===== src/rtl/iolh_pkg.sv =====
// Shared sizes, codes and item/result types for the IO latency histogram core.
// No dependencies; imported by every module of the block.
package iolh_pkg;

  localparam int unsigned INFLIGHT_ENTRIES = 64;
  localparam int unsigned STAT_ENTRIES     = 16;
  localparam int unsigned NUM_BUCKETS      = 32;
  localparam int unsigned QUEUE_DEPTH      = 2;

  localparam int unsigned PEND_AW    = (INFLIGHT_ENTRIES > 1) ? $clog2(INFLIGHT_ENTRIES) : 1;
  localparam int unsigned STAT_AW    = $clog2(STAT_ENTRIES);
  localparam int unsigned HIST_DEPTH = STAT_ENTRIES * NUM_BUCKETS;
  localparam int unsigned HIST_AW    = $clog2(HIST_DEPTH);
  localparam int unsigned BKT_AW     = (NUM_BUCKETS > 1) ? $clog2(NUM_BUCKETS) : 1;
  localparam int unsigned QUEUE_AW   = (QUEUE_DEPTH > 1) ? $clog2(QUEUE_DEPTH) : 1;

  // ASCII 'R' marks a read request
  localparam logic [7:0] OP_READ_CHAR = 8'h52;

  typedef enum logic [1:0] {
    ACT_ISSUE    = 2'd0,
    ACT_COMPLETE = 2'd1,
    ACT_READ     = 2'd2,
    ACT_NONE     = 2'd3
  } action_e;

  typedef enum logic [1:0] {
    ST_DONE  = 2'd0,
    ST_MISS  = 2'd1,
    ST_PFULL = 2'd2,
    ST_SFULL = 2'd3
  } status_e;

  // Request as held in the queue, already classified
  typedef struct packed {
    action_e     action;
    logic [31:0] device;
    logic [63:0] sector;
    logic        write_req;
    logic [31:0] byte_count;
    logic [63:0] timestamp;
    logic [3:0]  entry_index;
    logic [4:0]  bucket_index;
  } item_t;

  typedef struct packed {
    status_e     status;
    logic [4:0]  bucket;
    logic [63:0] latency;
    logic        entry_valid;
    logic [31:0] entry_device;
    logic        entry_write;
    logic [63:0] bin_count;
    logic [63:0] byte_total;
  } result_t;

endpackage


===== src/rtl/iolh_front.sv =====
// Front end: takes requests, classifies them and queues them for the engine.
// Depends on iolh_pkg.
module iolh_front (
  input  logic           clk_i,
  input  logic           rst_ni,
  input  logic           start,
  output logic           busy_o,
  input  logic [1:0]     action_i,
  input  logic [31:0]    device_i,
  input  logic [63:0]    start_sector_i,
  input  logic [7:0]     op_char_i,
  input  logic [31:0]    byte_count_i,
  input  logic [63:0]    timestamp_i,
  input  logic [3:0]     entry_index_i,
  input  logic [4:0]     bucket_index_i,
  input  logic           pop_i,
  output logic           head_valid_o,
  output iolh_pkg::item_t head_o
);
  import iolh_pkg::*;

  item_t               queue_q [QUEUE_DEPTH];
  logic [QUEUE_AW-1:0] wr_ptr_q, rd_ptr_q;
  logic [QUEUE_AW:0]   count_q;
  item_t               item_in;
  logic                push, pop;

  // Classify the incoming request
  always_comb begin
    item_in.action       = action_e'(action_i);
    item_in.device       = device_i;
    item_in.sector       = start_sector_i;
    item_in.write_req    = (op_char_i != OP_READ_CHAR);
    item_in.byte_count   = byte_count_i;
    item_in.timestamp    = timestamp_i;
    item_in.entry_index  = entry_index_i;
    item_in.bucket_index = bucket_index_i;
  end

  assign busy_o       = (count_q == (QUEUE_AW+1)'(QUEUE_DEPTH));
  assign push         = start && !busy_o;
  assign head_valid_o = (count_q != '0);
  assign pop          = pop_i && head_valid_o;
  assign head_o       = queue_q[rd_ptr_q];

  // Queue storage
  always_ff @(posedge clk_i) begin
    if (push) begin
      queue_q[wr_ptr_q] <= item_in;
    end
  end

  // Pointers and fill count
  always_ff @(posedge clk_i or negedge rst_ni) begin
    if (!rst_ni) begin
      wr_ptr_q <= '0;
      rd_ptr_q <= '0;
      count_q  <= '0;
    end else begin
      if (push) begin
        wr_ptr_q <= (wr_ptr_q == QUEUE_AW'(QUEUE_DEPTH-1)) ? '0 : wr_ptr_q + 1'b1;
      end
      if (pop) begin
        rd_ptr_q <= (rd_ptr_q == QUEUE_AW'(QUEUE_DEPTH-1)) ? '0 : rd_ptr_q + 1'b1;
      end
      if (push && !pop) begin
        count_q <= count_q + 1'b1;
      end else if (pop && !push) begin
        count_q <= count_q - 1'b1;
      end
    end
  end

endmodule


===== config.mk =====
export PLATFORM = sky130hd
export DESIGN_NAME = iolh_front
export DESIGN_NICKNAME = d
export VERILOG_FILES = /design/src/rtl/iolh_pkg.sv /design/src/rtl/iolh_front.sv
export SDC_FILE = /design/constraint.sdc
export NUM_CORES = 1
export LEC_CHECK = 0
export BUFFER_PORTS_ARGS = -buffer_cell sky130_fd_sc_hd__clkbuf_2
export CORE_MARGIN = 1.5
export CORE_UTILIZATION = 53
export CTS_BUF_LIST = sky130_fd_sc_hd__clkbuf_8
export CTS_CLUSTER_DIAMETER = 40
export DETAILED_ROUTE_END_ITERATION = 16
export PLACE_DENSITY = 0.81
export SETUP_SLACK_MARGIN = 0.5
export SYNTH_ARGS = -nofsm -noshare
export SYNTH_HDL_FRONTEND = slang
export SYNTH_SLANG_ARGS = --single-unit

===== constraint.sdc =====
create_clock -name clk_i -period 13.73 [get_ports clk_i]
set_input_delay 0 -clock clk_i [delete_from_list [all_inputs] [get_ports clk_i]]
set_output_delay 0 -clock clk_i [all_outputs]
set_load 0.01 [all_outputs]

==> summary.json, run 1 <==
{
  "setup_path": {
    "cp.required_ns": 13.73,
    "timing.critical_path.cells": "buf_4 -> buf_4 -> mux2_2 -> clkbuf_2",
    "critical_path.endpoint_type": "output pin",
    "worst-setup-path-type": "flip-flop to output pin",
    "start_kind": "flip-flop",
    "critical_path.most_common_cell": "buf_4",
    "worst-path-stages": 4,
    "worst-path-buf-inv": 3,
    "arrival_ns": 3.83,
    "crit_path_top_delay_cell": "buf_4",
    "timing.critical_path.slowest_cell_delay_ns": 0.91,
    "timing.critical_path.fanout_max": 69,
    "reg2reg_setup_slack_ns": 10.55,
    "critical_path.top_delay_family": "buffers and inverters",
    "worst_r2r_path_depth": 5
  },
  "routing": {
    "vias_per_cell": 5.073,
    "detail_route.wl_per_cell_um": 21.04,
    "drt-initial-drc-count": 668,
    "num_vias": 9000,
    "drc_errors": 0,
    "postRouteAntennaNets": 0,
    "postRouteWirelength_um": 37330,
    "drt_pass_1_iters": 5
  },
  "synth": {
    "syn_area_um2": 15560,
    "syn_inst": 657,
    "synth_nets": 873,
    "postSynthRegisterBits": 412,
    "yosys_warnings": 0,
    "yosys.cell_types.count": 17,
    "seq_area_frac_synth": 0.7938,
    "synth_area_per_cell_um2": 23.68
  },
  "place": {
    "dpl.cell_count": 1446,
    "dpl.hpwl_um": 21750,
    "portBuffers": 420,
    "finalWeightedCongestion": 0.8654
  },
  "grt": {
    "globalRouteMet2Util": 0.4459,
    "grt_start_max_net_pins": 75,
    "grt.met1_usage": 0.2700,
    "grt_busiest_layer": "met2",
    "grt_usage": 0.2446,
    "number_of_antenna_violations_at_the_first_check_in_global_routing": 3,
    "grt_util_met3": 0.06562,
    "grt_pass1_wl_um": 55820,
    "overflow": 0,
    "first_global_vias": 9896
  },
  "hold_path": {
    "hold_path_depth": 2,
    "hold_path.class": "input port to flip-flop"
  },
  "sta": {
    "report.final.hold_viol_count": 0,
    "timing_worst_slew_pin_value_ns": 1.063,
    "setup_viol_count_final": 0,
    "fin_skew_ns": 0.02403,
    "period_minus_slack_ns": 3.831,
    "grt_setup_unrepaired": "false",
    "relSlewSlack": 0.2912,
    "setup-tns-final_ns": 0,
    "fin_crit_sh": 0.2790,
    "finalMaxSlewViolations": 0,
    "finalHoldWorstSlack_ns": 0.1743,
    "clock.fmax_ghz": 0.2610
  },
  "floorplan": {
    "dieWidth_um": 174.3,
    "io_pins": 421,
    "die_height_um": 174.3,
    "start_util": 0.5406,
    "fp.coreArea_um2": 28780,
    "dieArea_um2": 30390,
    "rows": 62
  },
  "power": {
    "power_density_nw_per_um2": 195.1,
    "vdd_ir_drop_max_v": 0.0002063,
    "total_leakage_power_nw": 8.642
  },
  "finish": {
    "synthToLayoutAreaGrowth_pct": 36.62,
    "instances_no_fill": 1774,
    "most-common-layout-cells": "420 x clkbuf_2, 408 x edfxtp_1, 210 x dlygate4sd3_1",
    "num-fill-cells": 1563,
    "most_common_cell_after_layout_fill_and_taps_aside": "clkbuf_2",
    "finish.utilization": 0.7386,
    "storage_cell_area_um2": 12360,
    "multi_input_comb_area_um2": 2985,
    "final_layout_size_suffix_gt1_frac": 0.5184,
    "final_nets": 1557
  },
  "clock_tree": {
    "cts_tree": "done",
    "post-cts-setup-buffer-count": 0,
    "clock_insertion_delay_worst_skew_ns": 0.57,
    "cts_buffers": 67,
    "cts-htree-levels": 3,
    "root_buffer": "clkbuf_8",
    "numClockSinks": 412,
    "worst_setup_hold_path_clk_slew_ns": 0.06,
    "cts.path.max_buffers": 3
  },
  "status": {
    "run_status": "completed"
  },
  "job": {
    "timing.max_cap.violations": 0
  }
}
[stage by stage]
| stage | cell area, um2 | power (W) | setup WS, ns |
|---|---|---|---|
| 2_1_floorplan | 15560 | 0.002802 | 3.879 |
| 3_3_place_gp | 17990 | 0.003137 | 10.49 |
| 3_5_place_dp | 17990 | 0.003169 | 10.49 |
| 4_1_cts | 21250 | 0.004148 | 9.879 |
| 5_1_grt | 21260 | 0.004325 | 9.703 |
| 6_report | 21260 | 0.004148 | 9.899 |
[power breakdown]
| part | total (W) | internal, W | switching, W | leakage [nW] |
|---|---|---|---|---|
| Clock | 0.000935 | 0.000464 | 0.000470 | 0.645 |
| Combinational | 0.00138 | 0.000671 | 0.000711 | 4.17 |
| Sequential | 0.00183 | 0.00173 | 0.000105 | 3.83 |
[layer usage]
metal / vias up / part of all wire
met2: 470 / 0.54
met1: 4443 / 0.36
met5: - / 0
met3: 85 / 0.076
li1: 4002 / -
met4: 0 / 0.031
[path summary, 6_finish.rpt]
kind | from | end
worst max register to register | count_q[0] | queue_q[0][178]
worst min-delay path | timestamp_i[47] | queue_q[1][56]
max in group asynchronous | rst_ni | rd_ptr_q
worst min register to register | count_q[1] | count_q[1]
worst max-delay path | rd_ptr_q | head_o[3]
min in group asynchronous | rst_ni | count_q[0]
[kinds of logic (layout without fill, tap and decap cells)]
group                    after synthesis  in the layout  synth area share
AND/OR/NAND/NOR                       10             10          0.003620
buffers and inverters                 25            755           0.01512
adder cells (fa/ha/maj)                1              1         0.0008040
flip-flops                           412            412            0.7938
multiplexers                         204            204            0.1838
XOR/XNOR                               5              5          0.002815
other                                  0              3                 0
[registers in the layout, summed over array words and instances, names as in the netlist]
register,count
queue_q,408
rd_ptr_q,1
count_q,2
wr_ptr_q,1
[synth_stat cells (all sizes together)]
| master | n | area (um2) |
|---|---|---|
| and3 | 1 | 6.260 |
| dfrtp | 4 | 100.1 |
| nand2 | 3 | 11.26 |
| edfxtp | 408 | 12250 |
| nor2 | 2 | 7.510 |
| mux2 | 204 | 2860 |
| nor4b | 1 | 8.760 |
| xor2 | 2 | 17.52 |
| or2 | 1 | 6.260 |
| xnor2 | 3 | 26.28 |
| nor4bb | 1 | 10.01 |
| inv | 2 | 7.510 |
| nand2b | 1 | 6.260 |
| buf | 23 | 227.7 |
| ha | 1 | 12.51 |
[cell type report]
cell class	instances	share of cell area
well taps	384	0.02260
multi-input cells	220	0.1404
diodes	3	0.0003531
flip-flops and latches	412	0.5812
repair buffers	638	0.2006
inverters	2	0.0003531
clock inverters	47	0.01042
clock buffers	68	0.04403
[what timing repair did]
action                                 in CTS  in global routing
endpoints found under the hold margin     426                  0
hold buffers                              210                  0
gates resized for setup                     0                  0
(Power assumes the default switching activity.)
==> inputs of run 2 (changes only) <==
==> constraint.sdc (replaced) <==
create_clock -name clk_i -period 3.6 [get_ports clk_i]
set_input_delay 0 -clock clk_i [delete_from_list [all_inputs] [get_ports clk_i]]
set_output_delay 0 -clock clk_i [all_outputs]
set_load 0.01 [all_outputs]
==> summary.json, run 2 (synthesized netlist as in run 1, its figures left out) <==
{
  "grt": {
    "number_of_antenna_violations_at_the_first_check_in_global_routing": {"value": 5, "change": "+2"},
    "grt_util_met3": {"value": 0.06540, "change": "-0.0002187"},
    "grt_start_max_net_pins": {"value": 92, "change": "+23%"},
    "grt_pass1_wl": {"value": 54370, "unit": "um", "change": "-2.6%"},
    "first_global_vias": {"value": 9822, "change": "-0.75%"},
    "grt_usage": {"value": 0.2384, "change": "-0.006130"},
    "globalRouteMet2Util": {"value": 0.4363, "change": "-0.009628"},
    "grt.met1_usage": {"value": 0.2547, "change": "-0.01526"},
    "grt_busiest_layer": "met2",
    "overflow": {"value": 0, "change": "unchanged"}
  },
  "sta": {
    "finalHoldWorstSlack": {"value": 0.1611, "unit": "ns", "change": "-0.01317 ns"},
    "finalMaxSlewViolations": {"value": 0, "change": "unchanged"},
    "clock.fmax_ghz": 0.4144,
    "fin_crit_sh": 0.6702,
    "grt_setup_unrepaired": "false",
    "setup_viol_count_final": {"value": 0, "change": "unchanged"},
    "period_minus_slack_ns": 2.413,
    "timing_worst_slew_pin_value": {"value": 0.7861, "unit": "ns", "change": "-0.2771 ns"},
    "report.final.hold_viol_count": {"value": 0, "change": "unchanged"},
    "relSlewSlack": {"value": 0.4759, "change": "+0.1847"},
    "setup_ws": {"value": 1.187, "unit": "ns", "change": "-8.712 ns"},
    "fin_skew": {"value": 0.02338, "unit": "ns", "change": "-0.0006430 ns"}
  },
  "power": {
    "total_leakage_power": {"value": 8.768, "unit": "nW", "change": "+1.5%"},
    "power": {"value": 0.01610, "unit": "W", "change": "+290%"},
    "power_density": {"value": 749.1, "unit": "nW/um2", "change": "+280%"},
    "vdd_ir_drop_max": {"value": 0.0006733, "unit": "V", "change": "+230%"}
  },
  "finish": {
    "finish.utilization": {"value": 0.7469, "change": "+0.008304"},
    "synthToLayoutAreaGrowth_pct": 38.16,
    "instances_no_fill": {"value": 1785, "change": "+0.62%"},
    "largest_registers": "queue_q (408), count_q (2)",
    "final_nets": {"value": 1563, "change": "+0.39%"},
    "num-fill-cells": {"value": 1585, "change": "+1.4%"},
    "most-common-layout-cells": "420 x clkbuf_2, 408 x edfxtp_1, 210 x dlygate4sd3_1",
    "most_common_cell_after_layout_fill_and_taps_aside": "clkbuf_2",
    "largest_reg_flops": {"value": 408, "change": "unchanged"},
    "final_layout_size_suffix_gt1_frac": {"value": 0.5211, "change": "+0.002732"},
    "largest_register": "queue_q"
  },
  "place": {
    "finalWeightedCongestion": {"value": 0.7563, "change": "-13%"},
    "portBuffers": {"value": 420, "change": "unchanged"},
    "dpl.hpwl": {"value": 21620, "unit": "um", "change": "-0.57%"},
    "dp_slack": {"value": 1.560, "unit": "ns", "change": "-8.926 ns"},
    "dpl.cell_count": {"value": 1451, "change": "+0.35%"}
  },
  "floorplan": {
    "die_height": {"value": 174.3, "unit": "um", "change": "unchanged"},
    "dieArea": {"value": 30390, "unit": "um2", "change": "unchanged"},
    "start_util": {"value": 0.5406, "change": "unchanged"},
    "dieWidth": {"value": 174.3, "unit": "um", "change": "unchanged"},
    "rows": {"value": 62, "change": "unchanged"},
    "fp.coreArea": {"value": 28780, "unit": "um2", "change": "unchanged"},
    "io_pins": {"value": 421, "change": "unchanged"}
  },
  "routing": {
    "vias_per_cell": {"value": 5.025, "change": "-0.95%"},
    "detail_route.wl_per_cell": {"value": 20.66, "unit": "um", "change": "-1.8%"},
    "drt-initial-drc-count": {"value": 541, "change": "-19%"},
    "postRouteAntennaNets": {"value": 0, "change": "unchanged"},
    "num_vias": {"value": 8970, "change": "-0.33%"},
    "drt_pass_1_iters": {"value": 7, "change": "+2"},
    "drc_errors": {"value": 0, "change": "unchanged"},
    "postRouteWirelength": {"value": 36880, "unit": "um", "change": "-1.2%"}
  },
  "setup_path": {
    "critical_path.endpoint_type": "output pin",
    "timing.critical_path.slowest_cell_delay": {"value": 0.75, "unit": "ns", "change": "-0.16 ns"},
    "start_kind": "flip-flop",
    "timing.critical_path.cells": "buf_12 -> mux2_2 -> clkbuf_2",
    "timing.critical_path.fanout_max": {"value": 71, "change": "+2.9%"},
    "launching_point_of_the_worst_reg2reg_path": "count_q[0]",
    "cp-startpoint": "rd_ptr_q",
    "arrival": {"value": 2.41, "unit": "ns", "change": "-1.42 ns"},
    "cp.required": {"value": 3.60, "unit": "ns", "change": "-10.13 ns"},
    "worst-setup-path-type": "flip-flop to output pin",
    "crit_path_top_delay_cell": "dfrtp_4"
  },
  "clock_tree": {
    "cts.path.max_buffers": {"value": 3, "change": "unchanged"},
    "cts-resized-gates": {"value": 0, "change": "unchanged"},
    "root_buffer": "clkbuf_8",
    "hold_buffers": {"value": 210, "change": "unchanged"},
    "cts-htree-levels": {"value": 3, "change": "unchanged"},
    "numClockSinks": {"value": 412, "change": "unchanged"},
    "cts_tree": "done",
    "worst_setup_hold_path_clk_slew": {"value": 0.06, "unit": "ns", "change": "about the same"},
    "clock_insertion_delay_worst_skew": {"value": 0.56, "unit": "ns", "change": "about the same"},
    "cts_buffers": {"value": 68, "change": "+1.5%"},
    "post-cts-setup-buffer-count": {"value": 0, "change": "unchanged"}
  },
  "hold_path": {
    "hold_path.class": "input port to flip-flop",
    "beginning_of_the_worst_hold_path": "timestamp_i[62]"
  },
  "job": {
    "timing.max_cap.violations": {"value": 0, "change": "unchanged"}
  },
  "status": {
    "run_status": "completed"
  }
}
[run 2: path summary, 6_finish.rpt]
check,to,slack [ns],cells after the start
worst min register to register,count_q[0],0.57,1
worst max-delay path,head_o[183],1.19,3
worst min-delay path,queue_q[0][71],0.16,2
worst max register to register,queue_q[1][160],1.54,3
min in group asynchronous,count_q[0],0.37,3
max in group asynchronous,rd_ptr_q,3.02,3
[run 2: report_power, final]
part	total, W	switching (W)	internal (W)
Combinational	0.00543	0.00279	0.00264
Sequential	0.00694	0.000382	0.00656
Clock	0.00373	0.00177	0.00196
Total	0.0161	0.00494	0.0112
[run 2: area by class of cell]
| type | instances | area [um2] | share of cell area |
|---|---|---|---|
| clock inverters | 50 | 277.8 | 0.01292 |
| flip-flops and latches | 412 | 12360 | 0.5748 |
| diodes | 4 | 10.01 | 0.0004656 |
| repair buffers | 643 | 4402 | 0.2048 |
| inverters | 2 | 7.507 | 0.0003492 |
| multi-input cells | 220 | 3000 | 0.1396 |
| clock buffers | 70 | 963.4 | 0.04482 |
| well taps | 384 | 480.5 | 0.02235 |
[run 2: worst max-delay path: cells and delay by family (launching register included)]
kind | cells | cell delay (ns)
DFF | 1 | 0.75
buffers and inverters | 2 | 0.63
muxes | 1 | 0.42
[run 2: stage by stage]
step / TNS, ns / area, um2
global route: 0 / 21500
finish: 0 / 21500
CTS: 0 / 21490
floorplan: -87.85 / 15580
detailed placement: 0 / 18140
global placement: 0 / 18140
[run 2: metal layers]
| metal | share of wire | up-vias |
|---|---|---|
| met5 | 0.00027 | - |
| met3 | 0.070 | 83 |
| li1 | - | 4027 |
| met1 | 0.36 | 4439 |
| met2 | 0.54 | 419 |
| met4 | 0.035 | 2 |
==> inputs of run 3 (changes only) <==
==> constraint.sdc (replaced) <==
create_clock -name clk_i -period 2.53 [get_ports clk_i]
set_input_delay 0 -clock clk_i [delete_from_list [all_inputs] [get_ports clk_i]]
set_output_delay 0 -clock clk_i [all_outputs]
set_load 0.01 [all_outputs]
==> summary.json, run 3 (synthesized netlist as in run 1, its figures left out) <==
{
  "clock_tree": {
    "cts.path.max_buffers": {"value": 3, "change": "unchanged"},
    "cts_tree": "done",
    "cts-htree-levels": {"value": 3, "change": "unchanged"},
    "worst_setup_hold_path_clk_slew": {"value": 0.06, "unit": "ns", "change": "about the same"},
    "numClockSinks": {"value": 412, "change": "unchanged"},
    "cts_buffers": {"value": 68, "change": "unchanged"},
    "root_buffer": "clkbuf_8",
    "clock_insertion_delay_worst_skew": {"value": 0.57, "unit": "ns", "change": "about the same"}
  },
  "routing": {
    "drc_errors": {"value": 0, "change": "unchanged"},
    "drt_pass_1_iters": {"value": 5, "change": "-2"},
    "detail_route.wl_per_cell": {"value": 20.64, "unit": "um", "change": "about the same"},
    "drt-initial-drc-count": {"value": 591, "change": "+9.2%"},
    "num_vias": {"value": 9011, "change": "+0.46%"},
    "postRouteWirelength": {"value": 36890, "unit": "um", "change": "about the same"},
    "postRouteAntennaNets": {"value": 0, "change": "unchanged"},
    "vias_per_cell": {"value": 5.043, "change": "+0.34%"}
  },
  "place": {
    "dpl.hpwl": {"value": 21640, "unit": "um", "change": "about the same"},
    "dp_slack": {"value": 0.7352, "unit": "ns", "change": "-0.8245 ns"},
    "portBuffers": {"value": 420, "change": "unchanged"},
    "finalWeightedCongestion": {"value": 0.7907, "change": "+4.5%"}
  },
  "setup_path": {
    "timing.critical_path.fanout_max": {"value": 28, "change": "-61%"},
    "cp-startpoint": "rd_ptr_q",
    "cp.required": {"value": 2.53, "unit": "ns", "change": "-1.07 ns"},
    "critical_path.endpoint_type": "output pin",
    "launching_point_of_the_worst_reg2reg_path": "count_q[0]",
    "start_kind": "flip-flop",
    "arrival": {"value": 2.01, "unit": "ns", "change": "-0.40 ns"},
    "worst-setup-path-type": "flip-flop to output pin"
  },
  "sta": {
    "fin_skew": {"value": 0.02082, "unit": "ns", "change": "-0.002558 ns"},
    "relSlewSlack": {"value": 0.4968, "change": "+0.02092"},
    "setup_viol_count_final": {"value": 0, "change": "unchanged"},
    "finalHoldWorstSlack": {"value": 0.1617, "unit": "ns", "change": "+0.0005890 ns"},
    "clock.fmax_ghz": 0.4985,
    "timing_worst_slew_pin_value": {"value": 0.7547, "unit": "ns", "change": "-0.03138 ns"},
    "report.final.hold_viol_count": {"value": 0, "change": "unchanged"},
    "setup_ws": {"value": 0.5240, "unit": "ns", "change": "-0.6632 ns"},
    "period_minus_slack_ns": 2.006,
    "fin_crit_sh": 0.7929,
    "grt_setup_unrepaired": "true",
    "finalMaxSlewViolations": {"value": 0, "change": "unchanged"}
  },
  "finish": {
    "final_nets": {"value": 1565, "change": "+0.13%"},
    "storage_cell_area": {"value": 12360, "unit": "um2", "change": "unchanged"},
    "largest_registers": "queue_q (408), count_q (2)",
    "num-fill-cells": {"value": 1555, "change": "-1.9%"},
    "multi_input_comb_area": {"value": 3000, "unit": "um2", "change": "unchanged"},
    "final_layout_size_suffix_gt1_frac": {"value": 0.5193, "change": "-0.001803"},
    "synthToLayoutAreaGrowth": {"value": 38.24, "unit": "%", "change": "about the same"},
    "most-common-layout-cells": "420 x clkbuf_2, 408 x edfxtp_1, 210 x dlygate4sd3_1",
    "largest_reg_flops": {"value": 408, "change": "unchanged"},
    "most_common_cell_after_layout_fill_and_taps_aside": "clkbuf_2",
    "largest_register": "queue_q"
  },
  "floorplan": {
    "die_height": {"value": 174.3, "unit": "um", "change": "unchanged"},
    "fp.coreArea": {"value": 28780, "unit": "um2", "change": "unchanged"},
    "rows": {"value": 62, "change": "unchanged"},
    "dieArea": {"value": 30390, "unit": "um2", "change": "unchanged"},
    "io_pins": {"value": 421, "change": "unchanged"},
    "start_util": {"value": 0.5406, "change": "unchanged"},
    "dieWidth": {"value": 174.3, "unit": "um", "change": "unchanged"}
  },
  "hold_path": {
    "hold_path.class": "input port to flip-flop",
    "beginning_of_the_worst_hold_path": "byte_count_i[22]"
  },
  "grt": {
    "first_global_vias": {"value": 9688, "change": "-1.4%"},
    "grt_pass1_wl": {"value": 54920, "unit": "um", "change": "+1.0%"},
    "number_of_antenna_violations_at_the_first_check_in_global_routing": {"value": 4, "change": "-1"},
    "grt_start_max_net_pins": {"value": 114, "change": "+24%"},
    "overflow": {"value": 0, "change": "unchanged"},
    "grt_usage": {"value": 0.2417, "change": "+0.003226"}
  },
  "power": {
    "total_leakage_power": {"value": 8.771, "unit": "nW", "change": "about the same"},
    "vdd_ir_drop_max": {"value": 0.0006860, "unit": "V", "change": "+1.9%"},
    "power": {"value": 0.02290, "unit": "W", "change": "+42%"},
    "power_density": {"value": 1065, "unit": "nW/um2", "change": "+42%"}
  },
  "status": {
    "run_status": "completed"
  },
  "job": {
    "timing.max_cap.violations": {"value": 0, "change": "unchanged"}
  }
}
[run 3: stage by stage]
stage | util | cells | TNS [ns] | cell area (um2)
floorplan | - | 657 | -503.62 | 15580
global placement | 0.6300 | 1451 | 0 | 18130
detailed placement | 0.6300 | 1451 | 0 | 18130
CTS | 0.7468 | 1782 | 0 | 21490
global route | 0.7473 | 1786 | 0 | 21510
finish | 0.7474 | 1787 | 0 | 21510
[run 3: final timing paths]
kind,endpoint,slack [ns],cells past startpoint
max in group asynchronous,rd_ptr_q,1.91,3
min,queue_q[0][95],0.16,2
max reg2reg,queue_q[0][72],0.63,4
min in group asynchronous,count_q[1],0.41,3
max,head_o[163],0.52,3
min reg2reg,count_q[1],0.55,1
[run 3: layout make-up]
type	instances	area share
flip-flops and latches	412	0.5744
repair buffers	645	0.2070
multi-input cells	220	0.1395
clock buffers	69	0.04415
well taps	384	0.02234
clock inverters	50	0.01169
diodes	5	0.0005817
inverters	2	0.0003490
[run 3: routing by layer]
| metal | up-vias | wire [um] | GRT usage |
|---|---|---|---|
| li1 | 4022 | - | - |
| met1 | 4436 | 13060 | 0.2693 |
| met5 | - | 0 | 0 |
| met3 | 81 | 2899 | 0.06846 |
| met2 | 472 | 19630 | 0.4286 |
| met4 | 0 | 1295 | 0.1110 |
[run 3: where the power goes]
| group | leakage (nW) | switching (W) | internal (W) |
|---|---|---|---|
| registers | 3.83 | 0.000472 | 0.00934 |
| logic | 4.26 | 0.00406 | 0.00385 |
| clock network | 0.680 | 0.00252 | 0.00266 |
[run 3: timing repair]
item                                    in CTS  in global routing
hold buffers                               210                  0
setup buffers                                1                  0
endpoints found under the setup margin     172                122
gates resized for setup                      3                  1
endpoints found under the hold margin      418                  0
gates cloned                                 1                  0
[run 3: worst max-delay path, cell delays in order, from the launching register on]
cell and delay, ns:
dfrtp_4 0.55, bufbuf_16 0.42, mux2_4 0.33, clkbuf_2 0.14
